`src/sv/unique_value_stack_assert.svh`:
```
// Assertion macros shared by the unique value stack RTL.
`ifndef UNIQUE_VALUE_STACK_ASSERT_SVH
`define UNIQUE_VALUE_STACK_ASSERT_SVH

// Same-cycle implication, disabled during reset.
`define UVS_ASSERT_NOW(label, clk, rst, ante, cons) \
   label: assert property (@(posedge clk) disable iff (rst) (ante) |-> (cons)) \
      else $error("unique_value_stack: same-cycle check failed");

// Next-cycle implication, disabled during reset.
`define UVS_ASSERT_NEXT(label, clk, rst, ante, cons) \
   label: assert property (@(posedge clk) disable iff (rst) (ante) |=> (cons)) \
      else $error("unique_value_stack: next-cycle check failed");

`endif

```
`src/sv/uvs_pkg.sv`:
```
// Shared types and constants for the unique value stack.
package uvs_pkg;

   localparam int DEPTH      = 128;
   localparam int VALUE_W    = 32;
   localparam int COUNT_W    = $clog2(DEPTH + 1);
   localparam int GROUP_SIZE = 16;
   localparam int NUM_GROUPS = (DEPTH + GROUP_SIZE - 1) / GROUP_SIZE;
   localparam int PAD_W      = NUM_GROUPS * GROUP_SIZE;

   typedef logic signed [VALUE_W-1:0] uvs_value_type;
   typedef logic [COUNT_W-1:0]        uvs_count_type;

   localparam logic REQ_PUSH = 1'b0;
   localparam logic REQ_POP  = 1'b1;

   typedef enum logic [2:0] {
      ST_PUSHED    = 3'd0,
      ST_DUPLICATE = 3'd1,
      ST_FULL      = 3'd2,
      ST_POPPED    = 3'd3,
      ST_EMPTY     = 3'd4
   } uvs_status_type;

   // Shift control broadcast to every cell of the chain.
   typedef struct packed {
      logic shift_up;
      logic shift_down;
   } uvs_shift_type;

endpackage

```
`src/sv/uvs_match_tree.sv`:
```
// Registered OR tree over the per-cell match flags.
module uvs_match_tree
   import uvs_pkg::*;
(
   input  logic             clock,
   input  logic [DEPTH-1:0] match,
   output logic             any
);

   logic [PAD_W-1:0]      padded;
   logic [NUM_GROUPS-1:0] group_ff;
   logic [NUM_GROUPS-1:0] group_in;

   always_comb begin
      padded = '0;
      padded[DEPTH-1:0] = match;
      for (int g = 0; g < NUM_GROUPS; g++) begin
         group_in[g] = |padded[g*GROUP_SIZE +: GROUP_SIZE];
      end
   end

   always_ff @(posedge clock) begin
      group_ff <= group_in;
   end

   assign any = |group_ff;

endmodule

```
`config.mk`:
```
export PLATFORM = sky130hd
export DESIGN_NAME = uvs_match_tree
export DESIGN_NICKNAME = d
export VERILOG_FILES = /design/src/sv/unique_value_stack_assert.svh /design/src/sv/uvs_pkg.sv /design/src/sv/uvs_match_tree.sv
export SDC_FILE = /design/constraint.sdc
export NUM_CORES = 1
export LEC_CHECK = 0
export BUFFER_PORTS_ARGS = -buffer_cell sky130_fd_sc_hd__buf_2
export CORE_MARGIN = 2
export CORE_UTILIZATION = 18
export DETAILED_ROUTE_END_ITERATION = 8
export PLACE_DENSITY = 0.81
export SLEW_MARGIN = 0
export SYNTH_ARGS = -nofsm -noshare
export SYNTH_HDL_FRONTEND = slang
export SYNTH_SLANG_ARGS = --single-unit
```
`constraint.sdc`:
```
create_clock -name clock -period 1 [get_ports clock]
set_clock_uncertainty 0.2 [all_clocks]
set_input_delay 0.1 -clock clock [delete_from_list [all_inputs] [get_ports clock]]
set_output_delay 0.1 -clock clock [all_outputs]
set_load 0.01 [all_outputs]
```
==> results of run 1 <==
==> critical path: stages, from the launching register on <==
cell,delay (ns)
dfxtp_2,0.32
nor4_4,0.26
nand2_1,0.06
buf_2,0.14
==> synthesized netlist by cell type <==
cell	count	share of area, %
nor4_1	34	50
dfxtp_1	8	38
nand4_1	8	12
nand2_1	1	0.88
==> cells by family after synthesis <==
logic type,count (synthesis),synth area share [%]
simple gates,43,62.5
flops,8,37.5
==> routing by layer <==
metal,up-vias,wire length (um)
met5,-,0
met4,0,0
met3,0,309
met2,71,1070
met1,394,645
li1,501,-
==> what timing repair did <==
action,in CTS,in global routing
endpoints found under the setup margin,1,1
hold endpoints to repair,8,8
pin swaps,2,2
gates resized for setup,1,3
==> report_power, final <==
| part | leakage, nW | internal (mW) | switching [mW] | total (mW) |
|---|---|---|---|---|
| registers | 0.0643 | 0.320 | 0.00000510 | 0.320 |
| logic | 0.539 | 0.188 | 0.0754 | 0.263 |
| clock network | 0.0138 | 0.136 | 0.0927 | 0.229 |
| total | 0.617 | 0.643 | 0.168 | 0.811 |
==> metrics by stage <==
step           hold slack [ns]  instances  util, %
6_report                -0.151        211     51.6
5_1_grt                 -0.146        211     51.6
4_1_cts                 -0.152        211     50.9
3_5_place_dp             0.107        208     49.6
3_3_place_gp             0.108        208     49.6
2_1_floorplan          0.00341         51        -
==> worst paths after layout <==
path  slack, ns         from  depth (start not counted)          end
min       -0.15   match[110]                          3  group_ff[6]
max       -0.33  group_ff[6]                          3          any
==> final cells by class <==
| type | count | area, sq um |
|---|---|---|
| clock buffer | 3 | 22.5 |
| fill | 233 | 1080 |
| sequential | 8 | 161 |
| multi-input combinational | 43 | 288 |
| tap | 28 | 35.0 |
| timing repair buffer | 129 | 646 |
==> results by group, run 1 <==
Drt
  – DR vias/cell: approximately 4.6
  – Drt initial violations: 1
  – DR vias: 966
  – Routed len/inst: 9.61 um
  – DRT Pass-1 Iters: 2
  – DRC viols: 0
  – Detailed Route WL: roughly 2.0 mm
  – Post-DRT Antenna Nets: 0

Cells and area
  – Ant diodes: 0
  – Largest regs: group_ff x8
  – Synthesis-to-layout area growth: 170%
  – NumNets Final: between 300 and 400
  – Max FFs per register: 8
  – Layout cells sized above 1: roughly 74%
  – Fin area: approximately 1200 sq um
  – Top reg by flops: group_ff
  – Most common cell after layout, fill and taps aside: buf_2
  – Commonest non-fill, non-tap cells in the layout: 129 x buf_2, 32 x nor4_1, 8 x nand4_1

Outcome
  – Failing checks: hold timing, setup timing
  – Outcome: finished with violations

Die
  – Die Ht: ~53 um
  – Rows: 17
  – Boundary Pins: 130
  – Die Area: approximately 2800 sq um
  – Starting Density: between 10% and 20%
  – Core Box Area: between 2000 and 2500 sq um
  – DIE WIDTH: about 53 um

Global routing
  – Vias in the first global route: slightly above 800
  – GRT Residual Overflow: 0
  – First-pass GRT wire length: roughly 2.8 mm
  – Met2 Use GR: between 20 and 30%
  – Total GRT Usage: 13.4%
  – Largest net degree at the start of global routing: 5
  – Met3 usage: approximately 5.7%
  – GR Util met1: between 10 and 15%
  – Antenna violations before repair: 0
  – Grt peak-use layer: met2

Synthesis
  – Synth Cell Area: 427 sq um
  – Syn Nets: between 150 and 200
  – Syn_area_per_cell: around 8.4 sq um
  – Register area share after synthesis: between 30% and 40%
  – Post-Syn Instances: 51
  – Yosys warns: 0
  – Synth Register Bits: 8
  – Synth cell types: 4

STA
  – Achievable Freq: 751 MHz
  – RSZ-0062 raised after global routing: true
  – Max_slew headroom: 80.1%
  – Fin crit share: 133%
  – Worst Max-Slew Pin Slew: around 0.30 ns
  – Hold Violations, Final: 8
  – Fin. max-slew vios: 0
  – Post-route setup TNS: -0.332 ns
  – Final hold slack: -0.151 ns
  – Final worst setup slack: -0.332 ns
  – Setup Viol. Count Final: 1
  – Final Critical Period: 1.33 ns

Pwr
  – Total power: a little over 800 uW
  – PwrDens: approximately 700 nW/um^2
  – VDD IR max: about 0.55 mV
  – Static leakage: just over 0.6 nW

Placed design
  – Placement Setup Slack: -0.115 ns
  – RD Place Congestion: about 0.74
  – IO buf count: roughly 130
  – Cell Area, Placed: ~1100 sq um

Setup path
  – Startpoint types: flip-flop
  – Critical-path maximum fanout: 1
  – Endpoint type of the worst setup path: output pin
  – CP Class: flip-flop to output pin
  – Worst EP arrival: just over 1 ns
  – Critical Path RT: 0.70 ns

Run
  – Max_cap viols: 0

CTS
  – Longest Clk Path Bufs: 2
  – Sink Count: 8
  – Postcts setup bufs: 0
  – CTS tree: done
  – Root buffer cell: clkbuf_4
  – H-Tree Depth: 1
  – TritonCTS buffer count: 3
  – Worst-path clk slew: 0.05 ns

Worst hold path
  – Hold crit path type: input pin to flip-flop
No activity file was read; power rests on OpenSTA's default activity.
==> run 2: changes to the inputs <==
--- a/config.mk
+++ b/config.mk
@@ -5,11 +5,13 @@
 export SDC_FILE = /design/constraint.sdc
 export NUM_CORES = 1
 export LEC_CHECK = 0
+export ABC_AREA = 0
 export BUFFER_PORTS_ARGS = -buffer_cell sky130_fd_sc_hd__buf_2
 export CORE_MARGIN = 2
-export CORE_UTILIZATION = 18
+export CORE_UTILIZATION = 19
+export CTS_BUF_LIST = sky130_fd_sc_hd__clkbuf_4
 export DETAILED_ROUTE_END_ITERATION = 8
-export PLACE_DENSITY = 0.81
+export PLACE_DENSITY = 0.84
 export SLEW_MARGIN = 0
 export SYNTH_ARGS = -nofsm -noshare
 export SYNTH_HDL_FRONTEND = slang
==> results by group, run 2 (synthesis results as in run 1) <==
Drt
  – DRT Pass-1 Iters: 2 (unchanged)
  – Routed len/inst: 9.98 um (+3.9%)
  – DR vias: 1,001 (+3.6%)
  – Detailed Route WL: 2.11 mm (+3.9%)
  – DRC viols: 0 (unchanged)
  – Post-DRT Antenna Nets: 0 (unchanged)
  – DR vias/cell: 4.74 (+3.6%)
  – Drt initial violations: 1 (unchanged)

STA
  – Hold Violations, Final: 8 (unchanged)
  – Setup Viol. Count Final: 1 (unchanged)
  – Worst Max-Slew Pin Slew: 0.279 ns (-0.0157 ns)
  – Fin crit share: 135% (+1.7 points)
  – RSZ-0062 raised after global routing: true
  – Final worst setup slack: -0.348 ns (-0.0166 ns)
  – Fin. max-slew vios: 0 (unchanged)
  – Max_slew headroom: 81.2% (+1.1 points)
  – Final Critical Period: 1.35 ns (+0.0166 ns)
  – Final hold slack: -0.148 ns (+0.00349 ns)
  – Achievable Freq: 742 MHz (-1.2%)

Setup path
  – Critical-path maximum fanout: 1 (unchanged)
  – CP Class: flip-flop to output pin
  – Critical Path RT: 0.70 ns (about the same)
  – Worst EP arrival: 1.05 ns (+0.02 ns)
  – Endpoint type of the worst setup path: output pin
  – CP Launch Point: group_ff[5]
  – Startpoint types: flip-flop

Die
  – Die Ht: 51.4 um (-2.5%)
  – Boundary Pins: 130 (unchanged)
  – Starting Density: 19.7% (+0.56 points)
  – DIE WIDTH: 51.4 um (-2.5%)
  – Rows: 17 (unchanged)
  – Core Box Area: 2170 sq um (-2.9%)
  – Die Area: 2640 sq um (-4.9%)

Cells and area
  – Post-route insts no fill: 211 (unchanged)
  – Top reg by flops: group_ff
  – Layout cells sized above 1: 73.8% (unchanged)
  – Largest regs: group_ff x8
  – Commonest non-fill, non-tap cells in the layout: 129 x buf_2, 32 x nor4_1, 8 x nand4_1
  – Synthesis-to-layout area growth: 170% (unchanged)
  – Max FFs per register: 8 (unchanged)
  – NumNets Final: 314 (unchanged)
  – Ant diodes: 0 (unchanged)
  – Fin area: 1150 sq um (unchanged)
  – Most common cell after layout, fill and taps aside: buf_2

Pwr
  – Register share of total power: 39.3% (about the same)
  – Clk pwr share: 28.2% (about the same)
  – Internal power component: 643 uW (about the same)
  – VDD IR max: 0.447 mV (-19%)
  – Total power: 813 uW (+0.17%)
  – PwrDens: 705 nW/um^2 (+0.17%)
  – Switch Pwr: 169 uW (+0.78%)
  – Static leakage: 0.617 nW (unchanged)
  – Combinational power share: 32.5% (about the same)
  – Sw Ratio: 20.8% (+0.13 points)

Placed design
  – RD Place Congestion: 0.743 (-0.21%)
  – Cell Area, Placed: 1110 sq um (unchanged)
  – Cells after DPL: 208 (unchanged)
  – IO buf count: 129 (unchanged)
  – Placement Setup Slack: -0.112 ns (+0.00275 ns)

Global routing
  – Total GRT Usage: 15.2% (+1.8 points)
  – Largest net degree at the start of global routing: 5 (unchanged)
  – GRT Residual Overflow: 0 (unchanged)
  – First-pass GRT wire length: 3.04 mm (+10%)
  – Antenna violations before repair: 0 (unchanged)
  – Vias in the first global route: 896 (+9.4%)

CTS
  – H-Tree Depth: 1 (unchanged)
  – Postcts setup bufs: 0 (unchanged)
  – Longest Clk Path Bufs: 2 (unchanged)
  – TritonCTS buffer count: 3 (unchanged)
  – Root buffer cell: clkbuf_4
  – CTS tree: done
  – Worst-path clk slew: 0.05 ns (about the same)
  – Sink Count: 8 (unchanged)

Outcome
  – Outcome: finished with violations
  – Failing checks: hold timing, setup timing

Run
  – Max_cap viols: 0 (unchanged)

Worst hold path
  – Hold crit path type: input pin to flip-flop
  – Hold_sp: match[110]
==> run 2: final timing paths <==
path,to,slack [ns],cells after the start
min,group_ff[6],-0.15,3
max,any,-0.35,3
==> run 2: power groups by stage <==
stage | sequential [mW] | combinational, mW | clock, mW
floorplan | 0.326 | 0.0234 | 0
global placement | 0.326 | 0.262 | 0
detailed placement | 0.326 | 0.267 | 0
CTS | 0.319 | 0.268 | 0.244
global route | 0.319 | 0.293 | 0.266
finish | 0.320 | 0.264 | 0.229
==> run 2: cell type report <==
type | count | area, sq um
clock buffer | 3 | 22.5
fill | 234 | 1020
multi-input combinational | 43 | 288
sequential | 8 | 161
tap | 28 | 35.0
timing repair buffer | 129 | 646
==> run 2: per-layer routing <==
layer	up-vias	routed length [um]	share of wire, %	global-route usage (%)
met2	69	1150	55	32.5
li1	502	-	-	-
met1	430	637	30	12.9
met3	0	316	15	5.85
met4	0	0	0	2.19
met5	-	0	0	0
==> run 2: worst max-delay path, stage by stage (launching register included) <==
cell	delay, ns
dfxtp_2	0.32
nor4_4	0.26
nand2_1	0.08
buf_2	0.14
==> run 2: metrics by stage <==
step / setup TNS [ns] / utilization, %
4_1_cts: -0.347 / 52.7
3_3_place_gp: -0.0996 / 51.0
5_1_grt: -0.429 / 53.1
2_1_floorplan: 0 / -
6_report: -0.348 / 53.1
3_5_place_dp: -0.112 / 51.0
==> run 2: what timing repair did <==
item,4_1_cts,5_1_grt
endpoints found under the hold margin,8,8
gates resized for setup,2,2
setup endpoints to repair,1,1
pin swaps,1,2
