===== src/sv/unique_value_stack_assert.svh =====
// Assertion macros shared by the unique value stack RTL.
`ifndef UNIQUE_VALUE_STACK_ASSERT_SVH
`define UNIQUE_VALUE_STACK_ASSERT_SVH

// Same-cycle implication, disabled during reset.
`define UVS_ASSERT_NOW(label, clk, rst, ante, cons) \
   label: assert property (@(posedge clk) disable iff (rst) (ante) |-> (cons)) \
      else $error("unique_value_stack: same-cycle check failed");

// Next-cycle implication, disabled during reset.
`define UVS_ASSERT_NEXT(label, clk, rst, ante, cons) \
   label: assert property (@(posedge clk) disable iff (rst) (ante) |=> (cons)) \
      else $error("unique_value_stack: next-cycle check failed");

`endif


===== src/sv/uvs_pkg.sv =====
// Shared types and constants for the unique value stack.
package uvs_pkg;

   localparam int DEPTH      = 128;
   localparam int VALUE_W    = 32;
   localparam int COUNT_W    = $clog2(DEPTH + 1);
   localparam int GROUP_SIZE = 16;
   localparam int NUM_GROUPS = (DEPTH + GROUP_SIZE - 1) / GROUP_SIZE;
   localparam int PAD_W      = NUM_GROUPS * GROUP_SIZE;

   typedef logic signed [VALUE_W-1:0] uvs_value_type;
   typedef logic [COUNT_W-1:0]        uvs_count_type;

   localparam logic REQ_PUSH = 1'b0;
   localparam logic REQ_POP  = 1'b1;

   typedef enum logic [2:0] {
      ST_PUSHED    = 3'd0,
      ST_DUPLICATE = 3'd1,
      ST_FULL      = 3'd2,
      ST_POPPED    = 3'd3,
      ST_EMPTY     = 3'd4
   } uvs_status_type;

   // Shift control broadcast to every cell of the chain.
   typedef struct packed {
      logic shift_up;
      logic shift_down;
   } uvs_shift_type;

endpackage


===== src/sv/uvs_cell.sv =====
// One stack cell: holds an entry, shifts with its neighbors, flags a match.
module uvs_cell
   import uvs_pkg::*;
(
   input  logic          clock,
   input  uvs_shift_type shift,
   input  uvs_value_type from_below,
   input  uvs_value_type from_above,
   input  uvs_value_type push_value,
   input  logic          active,
   output uvs_value_type value_out,
   output logic          match_out
);

   uvs_value_type value_ff;
   uvs_value_type value_in;
   logic          match_ff;
   logic          match_in;

   always_comb begin
      value_in = value_ff;
      if (shift.shift_up) begin
         value_in = from_below;
      end else if (shift.shift_down) begin
         value_in = from_above;
      end
   end

   assign match_in = active && (value_ff == push_value);

   always_ff @(posedge clock) begin
      value_ff <= value_in;
      match_ff <= match_in;
   end

   assign value_out = value_ff;
   assign match_out = match_ff;

endmodule


===== config.mk =====
export PLATFORM = sky130hd
export DESIGN_NAME = uvs_cell
export DESIGN_NICKNAME = d
export VERILOG_FILES = /design/src/sv/unique_value_stack_assert.svh /design/src/sv/uvs_pkg.sv /design/src/sv/uvs_cell.sv
export SDC_FILE = /design/constraint.sdc
export NUM_CORES = 1
export LEC_CHECK = 0
export ABC_AREA = 1
export BUFFER_PORTS_ARGS = -buffer_cell sky130_fd_sc_hd__clkbuf_2
export CORE_MARGIN = 5
export CORE_UTILIZATION = 38
export CTS_CLUSTER_SIZE = 24
export DETAILED_ROUTE_END_ITERATION = 7
export PLACE_DENSITY = 0.77
export SYNTH_ARGS = -nofsm -noshare
export SYNTH_HDL_FRONTEND = slang
export SYNTH_SLANG_ARGS = --single-unit

===== constraint.sdc =====
create_clock -name clock -period 1.1 [get_ports clock]
set_clock_uncertainty 0.1 [all_clocks]
set_input_delay 0.11 -clock clock [delete_from_list [all_inputs] [get_ports clock]]
set_output_delay 0.11 -clock clock [all_outputs]
set_load 0.01 [all_outputs]

==> Implementation_results.wiki, run 1 <==
{| class="wikitable"
! Metric !! Value
|-
| Routed length on met2 || 3.381 mm
|-
| P_leak || 1.861 nW
|-
| Number of endpoints with negative hold slack in the final report || 0
|-
| Crit end category || primary output
|-
| Die Footprint || 6749 µm²
|-
| Worst min path class || in2reg
|-
| Net count, final || 549
|-
| Later-pin clock latency in the skew report || 280 ps
|-
| Starting DRC count in detailed routing || 96
|-
| # diodes || 0
|-
| Top Ports || 133
|-
| Global-route wire length before repair || 9.142 mm
|-
| Via count || 2231
|-
| Sequential share of power || 45.7%
|-
| DRT Wirelength || 6.126 mm
|-
| Detailed-route wire length per cell || 11.78 µm
|-
| Internal power || 0.002612 W
|-
| Highest Clock Rate || 793.8 MHz
|-
| Max-slew violation count || 0
|-
| Largest area contributor in the netlist || edfxtp_1
|-
| Crit-path slowest cell || edfxtp_1
|-
| Fraction of layout instances using a drive strength above 1 || 36.89%
|-
| H-Tree Level Count || 2
|-
| Clk Tree Root Cell || clkbuf_8
|-
| CTS clock-pin slew for the worst setup and hold paths || 70 ps
|-
| Clk sinks || 33
|-
| Iteration count of the initial detailed-routing pass || 4
|-
| CTS tree || built
|-
| Layout filler cell count || 454
|-
| Post-route total power || 0.003601 W
|-
| Peak per-stage delay on the critical path || 380 ps
|-
| Grt total ovfl || 0
|-
| Type of origin of the critical path || register
|-
| Placer Congestion || 0.7472
|-
| Amount of wire on met3 after detailed routing || 415 µm
|-
| Number of antenna violations at the first check in global routing || 0
|-
| Net Switching || 0.0009887 W
|-
| Run status || finished, violations left
|-
| Core Footprint || 5075 µm²
|-
| Port Buffers || 132
|-
| Warnings from Yosys || 0
|-
| Main flop type after synthesis || edfxtp_1
|-
| Violations in the final reports || negative setup slack
|-
| Dominant cells by area after synthesis || edfxtp_1 49%, nand2_1 30%, inv_1 7.2%
|-
| Drc violations || 0
|-
| Total half-perimeter wirelength after legalization and detailed placement || 4.544 mm
|-
| Cell with the most instances after synthesis || nand2_1
|-
| Post-layout utilization of the core || 64.15%
|-
| Net Sw Frac || 27.46%
|-
| Final clock period utilization by the worst path || 114.5%
|-
| Initial Utilization || 38.98%
|-
| Data required time of the worst path || 890 ps
|-
| Worst Path Max Fanout || 2
|-
| Headroom to the max-slew limit || 64.31%
|-
| Via count of the first global-routing pass || 2145
|-
| Via density per instance || 4.290
|-
| Combinational power share || 28.7%
|-
| Number of enable-type register cells in the synthesized netlist || 32
|-
| Shortest period the worst path allows || 1260 ps
|-
| Slack of the critical path || -159.8 ps
|-
| Uppermost signal routing layer after detailed routing || met4
|-
| Proportion of synthesized chip area in sequential cells || 49.59%
|-
| Width of the die || 82.15 µm
|-
| Aggregate global-route resource usage || 17.66%
|-
| Mean cell area of the mapped netlist || 7.116 µm²
|-
| Post-synthesis cell area || 1978 µm²
|-
| Register cell area after layout || 980.9 µm²
|-
| Maximum number of pins on one net before global-route repair || 33
|-
| Category of the most critical setup path || reg2out
|-
| VDD IR max || 0.7707 mV
|-
| Antenna Nets Post-Route || 0
|-
| Arrival time worst endpoint || 1050 ps
|-
| Distinct cells, synth || 17
|-
| RSZ-0062 raised after global routing || yes
|-
| Slew at the pin closest to its max-slew limit || 534.6 ps
|-
| Synth top cells by count || 158 x nand2_1, 38 x inv_1, 32 x edfxtp_1, 16 x nor2_1, 7 x buf_2
|-
| Buffer depth of the longest clock path || 2
|-
| Clk pwr share || 25.6%
|-
| Post-Syn Nets || 378
|-
| Worst hold margin || 9.451 ps
|-
| Count of mapped cells out of synthesis || 278
|-
| Series of cell instances along the critical path || buf_4, buf_4, clkbuf_2
|-
| Critical path's most frequent cell || buf_4
|-
| Die height || 82.15 µm
|-
| Number of synthesized register bits || 33
|-
| Number of buffers created by CTS || 5
|-
| Number of violations of the max-capacitance limit || 0
|-
| Multi-input combinational cell area || 830.8 µm²
|-
| Number of core rows || 26
|-
| Area share of the largest cell type after synthesis || 48.58%
|-
| Power density over cell area || 1106 nW/µm²
|-
| Total of endpoints with negative setup slack in the final report || 14
|-
| Area growth from synthesis to layout || 64.58%
|-
| Wl on met1 || 2.249 mm
|-
| Fraction of registers with async set/reset || 0%
|}
[per-stage QoR]
stage | cell area [µm²] | cells | setup TNS (ps) | setup slack [ps]
2_1_floorplan | 1981 | 278 | -31.44 | -31.44
3_3_place_gp | 2806 | 488 | -605.4 | -87.70
3_5_place_dp | 2806 | 488 | -1352 | -116.3
4_1_cts | 3114 | 517 | -977.9 | -97.45
5_1_grt | 3256 | 520 | -1691 | -245.6
6_report | 3256 | 520 | -978.4 | -159.8
[logic make-up (layout without fill, tap and decap cells)]
group                  after synthesis  count (layout)  synth area share, %
buffers and inverters               48             220                9.551
flip-flops                          33              33                49.59
AO/OA/AOI/OAI                        9               9                2.530
XOR/XNOR                             7               7                3.099
AND/OR/NAND/NOR                    181             181                35.23
[routing by layer]
layer  global-route usage, %  up-vias
met2                   34.01       74
li1                        -     1176
met5                       0        -
met1                   18.13      975
met4                   6.645        0
met3                   4.447        6
[cell type report]
class | instances | area share, %
well taps | 70 | 2.690
flip-flops and latches | 33 | 30.13
clock buffers | 8 | 2.767
repair buffers | 171 | 34.17
multi-input cells | 197 | 25.52
inverters | 41 | 4.727
[layout by cell type (no fill, tap or decap), types with 4 or more instances in the layout]
cell type	synthesis	layout
buf_6	0	19
dlygate4sd3_1	0	23
nor2_1	16	13
inv_1	38	37
clkbuf_2	0	120
buf_4	0	9
clkbuf_8	0	6
edfxtp_1	32	32
inv_2	3	4
o21ai_1	4	5
xnor2_1	4	4
nand2_1	158	155
[power groups by stage]
stage	clock network, W	logic (W)	registers, W
after floorplan	0	0.000337	0.00172
after global placement	0	0.000851	0.00165
after detailed placement	0	0.000862	0.00167
after CTS	0.000946	0.000924	0.00164
after global routing	0.00101	0.00115	0.00166
final	0.000922	0.00103	0.00164
[worst paths after layout]
kind	startpoint	to	slack (ps)	depth (start not counted)
max	value_out[31]$_DFFE_PP_	value_out[31]	-160	3
max reg2reg	value_out[31]$_DFFE_PP_	match_out$_DFF_P_	-120	6
min reg2reg	value_out[3]$_DFFE_PP_	match_out$_DFF_P_	630	7
min	from_below[30]	value_out[30]$_DFFE_PP_	9	3
[state kept, by name (all words and copies together) (netlist names)]
name       count
value_out     32
match_out      1
[critical path: cells and delay by family (launching register included)]
family | cells | cell delay (ps)
flops | 1 | 380
buf+inv | 3 | 390
[what timing repair did]
| item | in CTS | in global routing |
|---|---|---|
| hold endpoints to repair | 14 | 1 |
| buffers inserted | 0 | 2 |
| pin swaps | 5 | 12 |
| resized for setup | 2 | 39 |
| hold buffers | 22 | 1 |
| setup endpoints to repair | 14 | 15 |
Power figures use the tool's default switching activity.
==> run 2: changes to the inputs <==
--- a/config.mk
+++ b/config.mk
@@ -12,6 +12,7 @@
 export CTS_CLUSTER_SIZE = 24
 export DETAILED_ROUTE_END_ITERATION = 7
 export PLACE_DENSITY = 0.77
+export SETUP_SLACK_MARGIN = 0.05
 export SYNTH_ARGS = -nofsm -noshare
 export SYNTH_HDL_FRONTEND = slang
 export SYNTH_SLANG_ARGS = --single-unit
==> run 2 against run 1 <==
Net effect: the run still ends with negative setup slack left; via count up 0.18%; maximum frequency about the same; hold slack is essentially flat; sequential share of layout area fell by 0.13 points; power is 0.11% higher; routed wire length is essentially flat; die area unchanged; first-iteration DRC count shrank 4.2%; count of clock-buffer cells in the layout unchanged; utilization up 0.27 points; largest power group unchanged; highest routed layer unchanged.
==> Implementation_results.wiki, run 2 (synthesized netlist as in run 1, its figures left out) <==
{| class="wikitable"
! Metric !! Value
|-
| WP buf/inv || 3
|-
| Crit-path slowest cell || edfxtp_1
|-
| Top cell family by delay on the critical path || buffers and inverters
|-
| Final TNS setup || -968.5 ps
|-
| Starting DRC count in detailed routing || 92
|-
| Number of violations of the max-capacitance limit || 0
|-
| Via count || 2235
|-
| Worst R2R Setup Slack || -120 ps
|-
| RSZ-0062 raised after global routing || yes
|-
| Type of origin of the critical path || register
|-
| Worst Path Max Fanout || 2
|-
| Antenna Nets Post-Route || 0
|-
| Aggregate global-route resource usage || 17.66%
|-
| Detailed-route wire length per cell || 11.76 µm
|-
| WP depth || 3
|-
| VDD IR max || 0.7666 mV
|-
| Run status || finished, violations left
|-
| Total of endpoints with negative setup slack in the final report || 15
|-
| Die Footprint || 6749 µm²
|-
| Placed cells || 488
|-
| Critical path's most frequent cell || buf_4
|-
| Shortest period the worst path allows || 1260 ps
|-
| Post-Place Cell Area || 2806 µm²
|-
| Worst-case reg-to-reg path depth || 6
|-
| Via density per instance || 4.290
|-
| P_leak || 1.866 nW
|-
| Later-pin clock latency in the skew report || 280 ps
|-
| Worst Hold Path EP || value_out[28]$_DFFE_PP_
|-
| Highest Clock Rate || 794.0 MHz
|-
| Power density over cell area || 1103 nW/µm²
|-
| Clk Tree Root Cell || clkbuf_8
|-
| Grt total ovfl || 0
|-
| Worst hold margin || 9.753 ps
|-
| CTS tree || built
|-
| Filler-free cell count of the finished design || 521
|-
| Clk sinks || 33
|-
| Fraction of layout instances using a drive strength above 1 || 37.03%
|-
| Series of cell instances along the critical path || buf_4, buf_4, clkbuf_2
|-
| Placer Congestion || 0.7472
|-
| Buffer depth of the longest clock path || 2
|-
| Die height || 82.15 µm
|-
| Top Ports || 133
|-
| Beginning of the worst register-to-register path || value_out[31]$_DFFE_PP_
|-
| Initial Utilization || 38.98%
|-
| H-Tree Level Count || 2
|-
| Iteration count of the initial detailed-routing pass || 5
|-
| Drc violations || 0
|-
| Post-route cell area || 3269 µm²
|-
| Peak per-stage delay on the critical path || 380 ps
|-
| Source of the worst hold timing path || from_below[28]
|-
| Number of core rows || 26
|-
| Maximum number of pins on one net before global-route repair || 33
|-
| DRT Wirelength || 6.125 mm
|-
| Global-route wire length before repair || 9.142 mm
|-
| Number of flip-flops under the largest register name || 32
|-
| Slew at the pin closest to its max-slew limit || 541.1 ps
|-
| Number of buffers created by CTS || 5
|-
| Worst min path class || in2reg
|-
| Final clock period utilization by the worst path || 114.5%
|-
| Total half-perimeter wirelength after legalization and detailed placement || 4.544 mm
|-
| Headroom to the max-slew limit || 63.88%
|-
| Data required time of the worst path || 890 ps
|-
| Port Buffers || 132
|-
| Endpoint of the most critical register-to-register path || match_out$_DFF_P_
|-
| Width of the die || 82.15 µm
|-
| Area growth from synthesis to layout || 65.28%
|-
| Post-layout utilization of the core || 64.42%
|-
| Slack of the critical path || -159.5 ps
|-
| Via count of the first global-routing pass || 2145
|-
| Number of antenna violations at the first check in global routing || 0
|-
| Most common cell after layout, fill and taps aside || nand2_1
|-
| Crit end category || primary output
|-
| Arrival time worst endpoint || 1050 ps
|-
| Max-slew violation count || 0
|-
| Cell depth of the worst hold path || 3
|-
| Category of the most critical setup path || reg2out
|-
| Core Footprint || 5075 µm²
|-
| Violations in the final reports || negative setup slack
|-
| CTS clock-pin slew for the worst setup and hold paths || 70 ps
|-
| Number of endpoints with negative hold slack in the final report || 0
|-
| # diodes || 0
|-
| Net count, final || 550
|-
| Highest-count cells in the layout ignoring fill and taps || 155 x nand2_1, 106 x clkbuf_2, 37 x inv_1
|}
run 2: worst max path at each step:
stage / start / end / slack [ps]
after global placement: value_out[29]$_DFFE_PP_ / match_out$_DFF_P_ / -90
after floorplan: value_out[31]$_DFFE_PP_ / match_out$_DFF_P_ / -30
final: value_out[31]$_DFFE_PP_ / value_out[31] / -160
after detailed placement: value_out[10]$_DFFE_PP_ / match_out$_DFF_P_ / -120
after global routing: value_out[13]$_DFFE_PP_ / match_out$_DFF_P_ / -250
after CTS: value_out[31]$_DFFE_PP_ / match_out$_DFF_P_ / -100
run 2: worst min-delay path, delay by kind of cell:
| kind | cells | cell delay (ps) |
|---|---|---|
| and+or+nand+nor | 2 | 90 |
| buffers and inverters | 1 | 70 |
run 2: metrics by stage:
stage / setup WS, ps / power (W)
global route: -245.6 / 0.003834
floorplan: -31.44 / 0.002055
detailed placement: -116.3 / 0.002530
finish: -159.5 / 0.003605
global placement: -87.70 / 0.002504
CTS: -97.45 / 0.003516
run 2: routing by layer:
metal  global-route usage, %  wire, µm  up-vias
met3                   4.447       401        6
met4                   6.645        79        0
li1                        -         -     1177
met2                   34.01      3412       72
met1                   18.13      2232      980
met5                       0         0        -
run 2: final cells by class:
class / count / area, µm²
Tap cell: 70 / 87.58
Timing Repair Buffer: 172 / 1126
Clock buffer: 8 / 90.09
Fill cell: 451 / 1805
Inverter: 41 / 153.9
Sequential cell: 33 / 980.9
Multi-Input combinational cell: 197 / 830.8
run 2: timing repair:
item                                    4_1_cts  5_1_grt
hold endpoints to repair                     14        1
setup buffers                                 0        2
gates resized for setup                       2       54
hold buffers                                 22        1
endpoints found under the setup margin       31       33
pin swaps                                     5       12
gates cloned                                  0        0
run 2: power by group:
| part | internal (W) | leakage [nW] | switching (W) |
|---|---|---|---|
| combinational | 0.000570 | 1.48 | 0.000478 |
| sequential | 0.00154 | 0.338 | 0.0000992 |
| clock | 0.000510 | 0.0455 | 0.000405 |
| total | 0.00262 | 1.87 | 0.000983 |
